File: config.mk
export PLATFORM = sky130hd
export DESIGN_NAME = i2c_master_byte_controller
export DESIGN_NICKNAME = d
export VERILOG_FILES = /design/src/rtl/i2cmbc_pkg.sv /design/src/rtl/i2c_master_byte_controller.sv /design/src/rtl/i2cmbc_fifo.sv /design/src/rtl/i2cmbc_engine.sv
export SDC_FILE = /design/constraint.sdc
export NUM_CORES = 1
export LEC_CHECK = 0
export BUFFER_PORTS_ARGS = -buffer_cell sky130_fd_sc_hd__buf_2
export CORE_ASPECT_RATIO = 0.5
export CORE_UTILIZATION = 58
export DETAILED_ROUTE_END_ITERATION = 10
export MAX_ROUTING_LAYER = met4
export PLACE_DENSITY = 0.8
export SLEW_MARGIN = 10
export SYNTH_ARGS = -nofsm -noshare
export SYNTH_HDL_FRONTEND = slang
export SYNTH_SLANG_ARGS = --single-unit
File: constraint.sdc
create_clock -name aclk -period 11.65 [get_ports aclk]
set_input_delay 0.5825 -clock aclk [delete_from_list [all_inputs] [get_ports aclk]]
set_output_delay 0.5825 -clock aclk [all_outputs]
set_load 0.01 [all_outputs]
File: src/rtl/i2cmbc_pkg.sv
package i2cmbc_pkg;

    localparam int HOLD_WIDTH    = 16;
    localparam int TIMEOUT_WIDTH = 16;

    localparam logic [2:0] CMD_NONE    = 3'd0;
    localparam logic [2:0] CMD_START   = 3'd1;
    localparam logic [2:0] CMD_RESTART = 3'd2;
    localparam logic [2:0] CMD_STOP    = 3'd3;
    localparam logic [2:0] CMD_WRITE   = 3'd4;
    localparam logic [2:0] CMD_READ    = 3'd5;

    localparam logic [1:0] REG_HALF    = 2'd0;
    localparam logic [1:0] REG_TIMEOUT = 2'd1;
    localparam logic [1:0] REG_STRETCH = 2'd2;

    // one tick as it travels from front to back
    typedef struct packed {
        logic [2:0] cmd;
        logic [7:0] write_byte;
        logic       send_ack;
        logic       scl_in;
        logic       sda_in;
    } tick_t;

    typedef struct packed {
        logic       scl_out;
        logic       sda_out;
        logic       busy_res;
        logic       done_res;
        logic       ack_received;
        logic [7:0] read_data;
        logic       timed_out;
    } res_t;

    typedef struct packed {
        logic [15:0] half_period_ticks;
        logic [15:0] stretch_timeout_ticks;
        logic        stretch_check_enable;
    } cfg_t;

endpackage

File: src/rtl/i2c_master_byte_controller.sv
// path: a tick is held in the queue, then its result is registered in the output register
// throughput: one tick per cycle while the result channel is ready; the phase sequencer advances once per accepted tick
// reset: synchronous active-low aresetn returns the sequencer to idle with both lines
// released, empties the queue and restores the registers to their defaults
module i2c_master_byte_controller
    import i2cmbc_pkg::*;
(
    input  logic        aclk,
    input  logic        aresetn,
    input  logic        s_tvalid,
    output logic        s_tready,
    // cmd[2:0], write_byte[10:3], send_ack[11], scl_in[12], sda_in[13], zero[15:14]
    input  logic [15:0] s_tdata,
    output logic        m_tvalid,
    input  logic        m_tready,
    // scl_out[0], sda_out[1], busy_res[2], done_res[3], ack_received[4],
    // read_data[12:5], timed_out[13], zero[15:14]
    output logic [15:0] m_tdata,
    input  logic        psel,
    input  logic        penable,
    input  logic        pwrite,
    input  logic [3:0]  paddr,
    input  logic [31:0] pwdata,
    output logic [31:0] prdata,
    output logic        pready
);
    cfg_t  cfg_reg;
    tick_t s_tick, q_tick;
    res_t  res;
    logic  q_valid, q_ready;
    logic  cfg_wr;

    assign pready = 1'b1;
    assign cfg_wr = psel && penable && pwrite;

    always_ff @(posedge aclk) begin
        if (!aresetn) begin
            cfg_reg.half_period_ticks     <= 16'd5;
            cfg_reg.stretch_timeout_ticks <= 16'd1000;
            cfg_reg.stretch_check_enable  <= 1'b1;
        end else if (cfg_wr) begin
            case (paddr[3:2])
                REG_HALF:    cfg_reg.half_period_ticks     <= pwdata[15:0];
                REG_TIMEOUT: cfg_reg.stretch_timeout_ticks <= pwdata[15:0];
                REG_STRETCH: cfg_reg.stretch_check_enable  <= pwdata[0];
                default: ;
            endcase
        end
    end

    always_comb begin
        case (paddr[3:2])
            REG_HALF:    prdata = {16'd0, cfg_reg.half_period_ticks};
            REG_TIMEOUT: prdata = {16'd0, cfg_reg.stretch_timeout_ticks};
            REG_STRETCH: prdata = {31'd0, cfg_reg.stretch_check_enable};
            default:     prdata = 32'd0;
        endcase
    end

    assign s_tick.cmd        = s_tdata[2:0];
    assign s_tick.write_byte = s_tdata[10:3];
    assign s_tick.send_ack   = s_tdata[11];
    assign s_tick.scl_in     = s_tdata[12];
    assign s_tick.sda_in     = s_tdata[13];

    i2cmbc_fifo u_fifo (
        .aclk      (aclk),
        .aresetn   (aresetn),
        .in_valid  (s_tvalid),
        .in_ready  (s_tready),
        .in_data   (s_tick),
        .out_valid (q_valid),
        .out_ready (q_ready),
        .out_data  (q_tick)
    );

    i2cmbc_engine u_engine (
        .aclk      (aclk),
        .aresetn   (aresetn),
        .cfg       (cfg_reg),
        .in_valid  (q_valid),
        .in_ready  (q_ready),
        .in_data   (q_tick),
        .out_valid (m_tvalid),
        .out_ready (m_tready),
        .out_data  (res)
    );

    assign m_tdata = {2'b00, res.timed_out, res.read_data, res.ack_received,
                      res.done_res, res.busy_res, res.sda_out, res.scl_out};
endmodule

File: src/rtl/i2cmbc_fifo.sv
module i2cmbc_fifo
    import i2cmbc_pkg::*;
(
    input  logic  aclk,
    input  logic  aresetn,
    input  logic  in_valid,
    output logic  in_ready,
    input  tick_t in_data,
    output logic  out_valid,
    input  logic  out_ready,
    output tick_t out_data
);
    // two-entry queue between the input channel and the engine
    tick_t      mem_reg [2];
    logic       wr_ptr_reg, rd_ptr_reg;
    logic [1:0] count_reg;
    logic       push, pop;

    assign in_ready  = (count_reg != 2'd2);
    assign out_valid = (count_reg != 2'd0);
    assign out_data  = mem_reg[rd_ptr_reg];
    assign push      = in_valid && in_ready;
    assign pop       = out_valid && out_ready;

    always_ff @(posedge aclk) begin
        if (push) begin
            mem_reg[wr_ptr_reg] <= in_data;
        end
        if (!aresetn) begin
            wr_ptr_reg <= 1'b0;
            rd_ptr_reg <= 1'b0;
            count_reg  <= 2'd0;
        end else begin
            if (push) wr_ptr_reg <= !wr_ptr_reg;
            if (pop) rd_ptr_reg <= !rd_ptr_reg;
            count_reg <= count_reg + {1'b0, push} - {1'b0, pop};
        end
    end
endmodule

File: src/rtl/i2cmbc_engine.sv
module i2cmbc_engine
    import i2cmbc_pkg::*;
(
    input  logic  aclk,
    input  logic  aresetn,
    input  cfg_t  cfg,
    input  logic  in_valid,
    output logic  in_ready,
    input  tick_t in_data,
    output logic  out_valid,
    input  logic  out_ready,
    output res_t  out_data
);
    localparam logic [4:0] PH_IDLE       = 5'd0;
    localparam logic [4:0] PH_ST_SDA_LO  = 5'd1;
    localparam logic [4:0] PH_ST_SCL_LO  = 5'd2;
    localparam logic [4:0] PH_RS_BOTH_HI = 5'd3;
    localparam logic [4:0] PH_RS_SDA_LO  = 5'd4;
    localparam logic [4:0] PH_RS_SCL_LO  = 5'd5;
    localparam logic [4:0] PH_SP_SDA_LO  = 5'd6;
    localparam logic [4:0] PH_SP_SCL_HI  = 5'd7;
    localparam logic [4:0] PH_SP_SDA_HI  = 5'd8;
    localparam logic [4:0] PH_WR_BIT     = 5'd9;
    localparam logic [4:0] PH_WR_SCL_HI  = 5'd10;
    localparam logic [4:0] PH_WR_SCL_LO  = 5'd11;
    localparam logic [4:0] PH_WR_ACK_REL = 5'd12;
    localparam logic [4:0] PH_WR_ACK_HI  = 5'd13;
    localparam logic [4:0] PH_WR_ACK_LO  = 5'd14;
    localparam logic [4:0] PH_ABORT_REL  = 5'd15;
    localparam logic [4:0] PH_RD_REL     = 5'd16;
    localparam logic [4:0] PH_RD_SCL_HI  = 5'd17;
    localparam logic [4:0] PH_RD_SCL_LO  = 5'd18;
    localparam logic [4:0] PH_RD_ACK_DRV = 5'd19;
    localparam logic [4:0] PH_RD_ACK_HI  = 5'd20;
    localparam logic [4:0] PH_RD_ACK_LO  = 5'd21;
    localparam logic [4:0] PH_RD_ACK_REL = 5'd22;

    logic [4:0]               phase_reg, phase_next;
    logic [3:0]               bit_index_reg, bit_index_next;
    logic [HOLD_WIDTH-1:0]    hold_count_reg, hold_count_next;
    logic [TIMEOUT_WIDTH-1:0] stretch_count_reg, stretch_count_next;
    logic [7:0]               shift_reg, shift_next;
    logic                     scl_drive_reg, scl_drive_next;
    logic                     sda_drive_reg, sda_drive_next;
    logic                     ack_latch_reg, ack_latch_next;
    logic                     ack_to_send_reg, ack_to_send_next;
    logic [7:0]               read_byte_reg, read_byte_next;
    logic                     fault_reg, fault_next;
    logic                     done_now;
    logic                     out_valid_reg;
    res_t                     out_data_reg;
    logic                     step;
    logic [HOLD_WIDTH-1:0]    hold_load;
    logic                     is_str;
    logic [4:0]               tgt;
    logic                     go;
    logic                     go_finish;

    // output register; a new tick is taken while the register is empty or as the held result leaves
    assign in_ready  = !out_valid_reg || out_ready;
    assign step      = in_valid && in_ready;
    assign out_valid = out_valid_reg;
    assign out_data  = out_data_reg;

    assign hold_load = (cfg.half_period_ticks[HOLD_WIDTH-1:0] == '0) ?
                       HOLD_WIDTH'(1) : cfg.half_period_ticks[HOLD_WIDTH-1:0];
    assign is_str = (phase_reg == PH_SP_SCL_HI) || (phase_reg == PH_WR_SCL_HI) ||
                    (phase_reg == PH_WR_ACK_HI) || (phase_reg == PH_RD_SCL_HI) ||
                    (phase_reg == PH_RD_ACK_HI);

    always_comb begin
        phase_next         = phase_reg;
        bit_index_next     = bit_index_reg;
        hold_count_next    = hold_count_reg;
        stretch_count_next = stretch_count_reg;
        shift_next         = shift_reg;
        ack_latch_next     = ack_latch_reg;
        ack_to_send_next   = ack_to_send_reg;
        read_byte_next     = read_byte_reg;
        fault_next         = fault_reg;
        done_now           = 1'b0;
        tgt                = PH_IDLE;
        go                 = 1'b0;
        go_finish          = 1'b0;

        if (phase_reg == PH_IDLE) begin
            go = 1'b1;
            case (in_data.cmd)
                CMD_START:   tgt = PH_ST_SDA_LO;
                CMD_RESTART: tgt = PH_RS_BOTH_HI;
                CMD_STOP:    tgt = PH_SP_SDA_LO;
                CMD_WRITE: begin
                    tgt            = PH_WR_BIT;
                    shift_next     = in_data.write_byte;
                    bit_index_next = 4'd7;
                end
                CMD_READ: begin
                    tgt              = PH_RD_REL;
                    ack_to_send_next = in_data.send_ack;
                    shift_next       = 8'd0;
                    bit_index_next   = 4'd0;
                end
                default: go = 1'b0;
            endcase
            if (go) fault_next = 1'b0;
        end else begin
            if (is_str && stretch_count_reg != '1) begin
                stretch_count_next = stretch_count_reg + 1'b1;
            end
            if (hold_count_reg > HOLD_WIDTH'(1)) begin
                hold_count_next = hold_count_reg - 1'b1;
            end else begin
                hold_count_next = '0;
                if (is_str && cfg.stretch_check_enable && !in_data.scl_in) begin
                    if (32'(stretch_count_next) >= 32'(cfg.stretch_timeout_ticks)) begin
                        fault_next = 1'b1;
                        case (phase_reg)
                            PH_SP_SCL_HI: begin
                                go = 1'b1; tgt = PH_SP_SDA_HI;
                            end
                            PH_WR_SCL_HI: begin
                                ack_latch_next = 1'b0; go = 1'b1; tgt = PH_ABORT_REL;
                            end
                            PH_WR_ACK_HI: begin
                                ack_latch_next = 1'b0; go_finish = 1'b1;
                            end
                            PH_RD_ACK_HI: begin
                                go = 1'b1; tgt = PH_ABORT_REL;
                            end
                            default: go_finish = 1'b1;
                        endcase
                    end
                end else begin
                    go = 1'b1;
                    case (phase_reg)
                        PH_ST_SDA_LO:  tgt = PH_ST_SCL_LO;
                        PH_RS_BOTH_HI: tgt = PH_RS_SDA_LO;
                        PH_RS_SDA_LO:  tgt = PH_RS_SCL_LO;
                        PH_SP_SDA_LO:  tgt = PH_SP_SCL_HI;
                        PH_SP_SCL_HI:  tgt = PH_SP_SDA_HI;
                        PH_WR_BIT:     tgt = PH_WR_SCL_HI;
                        PH_WR_SCL_HI:  tgt = PH_WR_SCL_LO;
                        PH_WR_SCL_LO: begin
                            if (bit_index_reg == 4'd0) begin
                                tgt = PH_WR_ACK_REL;
                            end else begin
                                bit_index_next = bit_index_reg - 1'b1;
                                tgt = PH_WR_BIT;
                            end
                        end
                        PH_WR_ACK_REL: tgt = PH_WR_ACK_HI;
                        PH_WR_ACK_HI: begin
                            ack_latch_next = !in_data.sda_in;
                            tgt = PH_WR_ACK_LO;
                        end
                        PH_RD_REL:     tgt = PH_RD_SCL_HI;
                        PH_RD_SCL_HI: begin
                            shift_next     = {shift_reg[6:0], in_data.sda_in};
                            bit_index_next = bit_index_reg + 1'b1;
                            if (bit_index_next >= 4'd8) read_byte_next = shift_next;
                            tgt = PH_RD_SCL_LO;
                        end
                        PH_RD_SCL_LO:
                            tgt = (bit_index_reg < 4'd8) ? PH_RD_SCL_HI : PH_RD_ACK_DRV;
                        PH_RD_ACK_DRV: tgt = PH_RD_ACK_HI;
                        PH_RD_ACK_HI:  tgt = PH_RD_ACK_LO;
                        PH_RD_ACK_LO:  tgt = PH_RD_ACK_REL;
                        default: begin
                            go = 1'b0; go_finish = 1'b1;
                        end
                    endcase
                end
            end
        end

        scl_drive_next = scl_drive_reg;
        sda_drive_next = sda_drive_reg;
        if (go_finish) begin
            phase_next      = PH_IDLE;
            hold_count_next = '0;
            done_now        = 1'b1;
        end else if (go) begin
            phase_next      = tgt;
            hold_count_next = hold_load;
            if (tgt == PH_SP_SCL_HI || tgt == PH_WR_SCL_HI || tgt == PH_WR_ACK_HI ||
                tgt == PH_RD_SCL_HI || tgt == PH_RD_ACK_HI) begin
                stretch_count_next = '0;
                scl_drive_next     = 1'b1;
            end
            case (tgt)
                PH_ST_SDA_LO, PH_RS_SDA_LO, PH_SP_SDA_LO: sda_drive_next = 1'b0;
                PH_ST_SCL_LO, PH_RS_SCL_LO, PH_WR_SCL_LO, PH_WR_ACK_LO,
                PH_RD_SCL_LO, PH_RD_ACK_LO: scl_drive_next = 1'b0;
                PH_RS_BOTH_HI: begin
                    sda_drive_next = 1'b1; scl_drive_next = 1'b1;
                end
                PH_SP_SDA_HI, PH_WR_ACK_REL, PH_ABORT_REL, PH_RD_REL,
                PH_RD_ACK_REL: sda_drive_next = 1'b1;
                PH_WR_BIT:     sda_drive_next = shift_next[bit_index_next[2:0]];
                PH_RD_ACK_DRV: sda_drive_next = !ack_to_send_next;
                default: ;
            endcase
        end
    end

    always_ff @(posedge aclk) begin
        if (!aresetn) begin
            phase_reg         <= PH_IDLE;
            bit_index_reg     <= 4'd0;
            hold_count_reg    <= '0;
            stretch_count_reg <= '0;
            shift_reg         <= 8'd0;
            scl_drive_reg     <= 1'b1;
            sda_drive_reg     <= 1'b1;
            ack_latch_reg     <= 1'b0;
            ack_to_send_reg   <= 1'b0;
            read_byte_reg     <= 8'd0;
            fault_reg         <= 1'b0;
            out_valid_reg     <= 1'b0;
        end else begin
            if (step) begin
                phase_reg         <= phase_next;
                bit_index_reg     <= bit_index_next;
                hold_count_reg    <= hold_count_next;
                stretch_count_reg <= stretch_count_next;
                shift_reg         <= shift_next;
                scl_drive_reg     <= scl_drive_next;
                sda_drive_reg     <= sda_drive_next;
                ack_latch_reg     <= ack_latch_next;
                ack_to_send_reg   <= ack_to_send_next;
                read_byte_reg     <= read_byte_next;
                fault_reg         <= fault_next;
                out_valid_reg     <= 1'b1;
            end else if (out_ready) begin
                out_valid_reg <= 1'b0;
            end
        end
    end

    always_ff @(posedge aclk) begin
        if (step) begin
            out_data_reg.scl_out      <= scl_drive_next;
            out_data_reg.sda_out      <= sda_drive_next;
            out_data_reg.busy_res     <= (phase_next != PH_IDLE);
            out_data_reg.done_res     <= done_now;
            out_data_reg.ack_received <= ack_latch_next;
            out_data_reg.read_data    <= read_byte_next;
            out_data_reg.timed_out    <= done_now && fault_next;
        end
    end
endmodule

==> impl_metrics.yaml, run 1 <==
power_and_ir_drop:
  p_int_mw: 1.30
  power_density_nw_per_um2: 234
  power_frac_seq: 0.322
  vdd_drop_max_uv: 138
  clkPwrFrac: 0.256
  power_leakage_nw: 3.65
  p_switching_uw: 925
  swShare: 0.416
  p_comb_frac: 0.422
worst_setup_path:
  reg2reg_from: "u_engine.phase_reg[2]"
  crit_start: "u_engine.phase_reg[2]"
  worst_setup_path_end_kind: "register"
  required_ns: 11.97
  critPathSlowestCell: "a2111oi_4"
  cp_cell_sequence: "xnor2_1 > or3_4 > nand3_1 > o41ai_2 > nor3_1 > nand2b_1 > or2_2 > nor2_1 > xor2_1 > ha_1 > nand4_1 > a211oi_1 > a31oi_1 > nand3_1 > nor3b_1 > or2_1 > nor2_1 > a2111oi_4 > o21ai_1 > a311oi_1"
  cp-start-kind: "register"
  r2r-end: "u_engine.stretch_count_reg[15]"
  cpPeakStageDelay_ns: 1.00
  arrival_ns: 7.27
  path_max_fanout: 23
  rrSetupSlack_ns: 4.70
  critPathKind: "register to register"
  endpoint: "u_engine.stretch_count_reg[15]"
  r2r_cells: 20
routing:
  vias: 7857
  drt-total-wl_mm: 22.5
  ant_nets: 0
  vias_per_cell: 6.22
  routedWlPerCell_um: 17.8
  drc: 0
  firstDrtPassIters: 6
  drtIter0Drc: 738
logic_synthesis:
  synth_area_um2: 8590
  synth_edf_count: 42
  syn_area_per_cell_um2: 8.41
  ys.flop_type: "dfxtp_1"
  seq_area_frac_synth: 0.382
  yosys-top-cells-area: "dfxtp_1 (24%), edfxtp_1 (15%), nand2_1 (5.8%)"
  netlist_instances: 1021
  synthDistinctLibCells: 90
  ys_seq_elements: 143
  synth_top_cell_by_area: "dfxtp_1"
  yosysWarnings: 0
  synth_top_area_share: 0.235
  async_flop_share: 0
sta:
  setup_viol: 0
  fmax_mhz: 144
  final_hold_viol_count: 0
  max_slew.worst_pin.slew_ns: 1.17
  fin_setup_tns_ns: 0
  fin_skew_ns: 0.0117
  fin_crit_ns: 6.95
  slew_headroom: 0.219
  rsz0062_at_grt: "no"
  fin_crit_sh: 0.597
  slew_violations: 0
grt:
  use_met1: 0.397
  use_met2: 0.479
  top_usage_layer: "met2"
  antenna_found_initial: 0
  grt_max_degree: 71
  gr-total-overflow: 0
  use_met3: 0.0551
  grt_pass1_wl_mm: 35.4
  grt_usage: 0.303
  grt_pass1_vias: 6959
cts:
  hold_buffers: 0
  cts_max_level: 4
  cts_buffer_depth: 2
  cts_resized: 0
  clkSlewWorstSetupHoldPaths_ns: 0.07
  cts_tree: "yes"
  cts_buffers: 17
  clock-sinks: 143
  root_buffer: "clkbuf_16"
  insertion_delay_ns: 0.42
  cts_setup_buffers: 0
place:
  io_buffers: 70
  gp_congestion: 0.973
  hpwl_mm: 15.6
layout:
  layout_common_cells: "nand2_1 (133), nor2_1 (119), dfxtp_1 (101)"
  antenna_cells: 0
  largest_reg_flops: 33
  nNetsFinal: 1135
  areaGrowthSynthToFinish_pct: 10.3
  postLayoutCoreUtil: 0.655
  final_common_cell: "nand2_1"
  drive_gt1_frac: 0.151
floorplanning:
  rows: 31
  die_y_um: 88.0
  die_area_um2: 15300
  ioPinCount: 110
  die_w_um: 174
  initial_utilization: 0.594
  design.core.area_um2: 14500
flow_run:
  drv_cap: 0
hold_path:
  min_path_type: "input pin to register"
outcome:
  status: "finished clean"
## layer usage
metal / share of wire / vias up
met5: 0 / -
met4: 0.021 / 0
met3: 0.078 / 43
met2: 0.45 / 363
met1: 0.45 / 3738
li1: - / 3713
## stage by stage
stage / total power [mW] / cells / worst slack (ns) / cell area (um^2) / hold WS, ns
2_1_floorplan: 1.43 / 1038 / 6.83 / 8650 / 0.437
3_3_place_gp: 1.60 / 1232 / 5.06 / 8850 / 0.443
3_5_place_dp: 1.63 / 1232 / 4.95 / 8850 / 0.463
4_1_cts: 2.20 / 1264 / 4.84 / 9470 / 0.338
5_1_grt: 2.34 / 1264 / 4.16 / 9470 / 0.335
6_report: 2.22 / 1264 / 4.70 / 9470 / 0.342
## how the worst min path moves through the flow
stage | slack (ns) | cells after the start | start | end
final | 0.34 | 1 | s_tdata[7] | u_fifo.mem_reg[1][7]
after global routing | 0.33 | 1 | s_tdata[13] | u_fifo.mem_reg[1][0]
after CTS | 0.34 | 1 | s_tdata[7] | u_fifo.mem_reg[0][7]
after detailed placement | 0.46 | 2 | u_engine.read_byte_reg[0] | u_engine.read_byte_reg[0]
after global placement | 0.44 | 2 | u_engine.read_byte_reg[0] | u_engine.read_byte_reg[0]
after floorplan | 0.44 | 2 | u_engine.read_byte_reg[0] | u_engine.read_byte_reg[0]
## layout make-up
cell class	count	area, um^2
Clock buffer	21	504
Clock inverter	11	114
Fill cell	1188	5000
Inverter	30	113
Multi-Input combinational cell	785	4810
Sequential cell	143	3280
Tap cell	198	248
Timing Repair Buffer	76	395
## critical path: cells and delay by family (launching register included)
kind	cells	cell delay [ns]
AO/OA/AOI/OAI	6	2.10
flip-flops	1	0.83
XOR/XNOR	2	0.22
AND/OR/NAND/NOR	11	3.40
adder cells (fa/ha/maj)	1	0.29
## power by group through the flow
stage | Clock (mW) | Combinational (mW) | Sequential [mW]
after floorplan | 0 | 0.734 | 0.696
after global routing | 0.594 | 1.02 | 0.728
after detailed placement | 0 | 0.906 | 0.722
final | 0.568 | 0.937 | 0.715
after global placement | 0 | 0.883 | 0.717
after CTS | 0.569 | 0.918 | 0.713
## synth_stat cells, types with 4 or more instances
master and instances:
nand2_1 133, nor2_1 120, dfxtp_1 101, a21oi_1 79, edfxtp_1 42, clkbuf_1 41, o21ai_0 39, mux2i_1 38
nor3_1 35, nand3_1 33, inv_1 28, ha_1 23, buf_4 21, xnor2_1 21, a211oi_1 19, o211ai_1 16
nand4_1 15, a31oi_1 13, mux2_2 12, xor2_1 12, nand2b_1 11, a22oi_1 10, nor4_1 10, o31ai_1 8
buf_2 7, nor3b_1 7, and3_1 6, clkbuf_8 6, nor2b_1 6, or2_2 6, or3_1 6, o2111ai_1 4
## kinds of logic (layout without fill, tap and decap cells)
group | after synthesis | in the layout | share of synthesized area
buffers and inverters | 110 | 138 | 0.0670
XOR/XNOR | 33 | 33 | 0.0337
other | 2 | 19 | 0.000875
AND/OR/NAND/NOR | 420 | 420 | 0.234
AO/OA/AOI/OAI | 240 | 240 | 0.188
adder cells (fa/ha/maj) | 23 | 23 | 0.0335
flip-flops | 143 | 143 | 0.382
multiplexers | 50 | 50 | 0.0600
No activity file was read; power rests on OpenSTA's default activity.
==> run 2, diff against run 1 <==
clock period = 6.7 ns   (was 11.65 ns; I/O delays follow)
==> run 2 against run 1 <==
First-iteration DRC count increased by 14%. Highest routed layer unchanged. Routed wire length shrank 2.2%. Critical endpoint unchanged. Largest power group unchanged. Cell count grew 0.63%.
==> impl_metrics.yaml, run 2 (synthesized netlist as in run 1, its figures left out) <==
routing:
  routedWlPerCell_um: 17.3
  ant_nets: 0
  vias: 7848
  firstDrtPassIters: 8
  drtIter0Drc: 845
  drt-total-wl_mm: 22.0
  vias_per_cell: 6.17
  drc: 0
floorplanning:
  die_w_um: 174
  die_area_um2: 15300
  ioPinCount: 110
  rows: 31
  initial_utilization: 0.594
  die_y_um: 88.0
  design.core.area_um2: 14500
cts:
  clkSlewWorstSetupHoldPaths_ns: 0.07
  clock-sinks: 143
  cts_tree: "yes"
  cts_buffers: 17
  root_buffer: "clkbuf_16"
  cts_setup_buffers: 0
  insertion_delay_ns: 0.43
  cts_buffer_depth: 2
  cts_max_level: 4
  cts_resized: 0
  hold_buffers: 0
worst_setup_path:
  path_max_fanout: 16
  crit_start: "u_engine.phase_reg[3]"
  required_ns: 7.03
  cp-start-kind: "register"
  worst_setup_path_end_kind: "register"
  rrSetupSlack_ns: 0.51
  reg2reg_from: "u_engine.phase_reg[3]"
  r2r-end: "u_engine.stretch_count_reg[15]"
  arrival_ns: 6.51
  critPathKind: "register to register"
  r2r_cells: 22
  endpoint: "u_engine.stretch_count_reg[15]"
layout:
  final_common_cell: "nand2_1"
  largest_reg_flops: 33
  nNetsFinal: 1143
  areaGrowthSynthToFinish_pct: 10.2
  antenna_cells: 0
  layout_common_cells: "nand2_1 (133), nor2_1 (119), dfxtp_1 (101)"
  drive_gt1_frac: 0.157
  postLayoutCoreUtil: 0.654
hold_path:
  min_path_type: "input pin to register"
  hold_depth: 1
  worstHoldStart: "s_tdata[9]"
sta:
  setup_viol: 0
  max_slew.worst_pin.slew_ns: 1.11
  rsz0062_at_grt: "no"
  final_hold_viol_count: 0
  fin_skew_ns: 0.0168
  slew_headroom: 0.261
  fin_ws_ns: 0.512
  slew_violations: 0
  fin_crit_ns: 6.19
  fmax_mhz: 162
  fin_crit_sh: 0.924
  fin_setup_tns_ns: 0
place:
  hpwl_mm: 15.5
  gp_congestion: 0.953
  io_buffers: 70
  dp_slack_ns: 0.752
grt:
  grt_pass1_wl_mm: 34.8
  gr-total-overflow: 0
  grt_pass1_vias: 6786
  grt_usage: 0.297
  antenna_found_initial: 0
  grt_max_degree: 71
power_and_ir_drop:
  power_frac_seq: 0.326
  power_density_nw_per_um2: 400
  clkPwrFrac: 0.240
  power_leakage_nw: 3.65
  p_comb_frac: 0.435
  p_switching_mw: 1.61
  power_mw: 3.79
  vdd_drop_max_uv: 277
  p_int_mw: 2.17
  swShare: 0.426
flow_run:
  drv_cap: 0
outcome:
  status: "finished clean"
-- run 2: cell count changes in the layout (fill, tap and decap cells not counted), sizes merged --
cell / previous run / this run
clkbuf: 21 / 18
bufinv: 1 / 0
clkinvlp: 0 / 2
buf: 76 / 84
inv: 36 / 38
-- run 2: worst min-delay path by stage --
| stage | to | slack [ns] |
|---|---|---|
| final | u_fifo.mem_reg[0][9] | 0.09 |
| after global routing | u_fifo.mem_reg[0][9] | 0.08 |
| after CTS | u_fifo.mem_reg[0][9] | 0.09 |
| after detailed placement | u_engine.read_byte_reg[0] | 0.45 |
| after global placement | u_engine.read_byte_reg[0] | 0.44 |
| after floorplan | u_fifo.mem_reg[0][0] | 0.43 |
-- run 2: through the flow --
| stage | hold WS (ns) | std cells | area (um^2) |
|---|---|---|---|
| 2_1_floorplan | 0.434 | 1038 | 8650 |
| 4_1_cts | 0.0869 | 1272 | 9460 |
| 3_3_place_gp | 0.442 | 1240 | 8910 |
| 3_5_place_dp | 0.454 | 1240 | 8910 |
| 6_report | 0.0876 | 1272 | 9460 |
| 5_1_grt | 0.0813 | 1272 | 9460 |
-- run 2: per-layer routing --
metal | GRT usage | vias to the layer above | part of all wire
met1 | 0.389 | 3685 | 0.45
met4 | 0.0933 | 0 | 0.019
met5 | - | - | 0
met2 | 0.459 | 382 | 0.44
li1 | - | 3742 | -
met3 | 0.0660 | 39 | 0.090
-- run 2: layout make-up --
type                            count  area (um^2)
Inverter                           30          113
Clock buffer                       18          429
Clock inverter                     14          123
Sequential cell                   143         3280
Multi-Input combinational cell    785         4810
Timing Repair Buffer               84          455
Fill cell                        1163         5000
Tap cell                          198          248
-- run 2: critical path, stage by stage, from the launching register on --
cell and delay [ns]:
dfxtp_1 0.40, buf_4 0.22, nand2b_1 0.16, or3_4 0.35, nand3_1 0.15, o41ai_2 0.19, nor3_1 0.47, nand2b_1 0.22
or2_2 0.37, nor2_1 0.16, xor2_1 0.19, ha_1 0.27, nand4_1 0.15, a211oi_1 0.07, a31oi_1 0.32, nand3_1 0.40
a222oi_1 0.74, buf_4 0.28, nor4_1 0.08, a2111oi_4 0.21, buf_4 0.29, o21ai_1 0.10, a311oi_1 0.27
-- run 2: power groups by stage --
stage / Combinational, mW / Sequential [mW] / Clock (mW)
floorplan: 1.28 / 1.21 / 0
CTS: 1.61 / 1.23 / 0.911
detailed placement: 1.60 / 1.24 / 0
finish: 1.65 / 1.23 / 0.907
global placement: 1.57 / 1.24 / 0
global route: 1.80 / 1.25 / 0.950
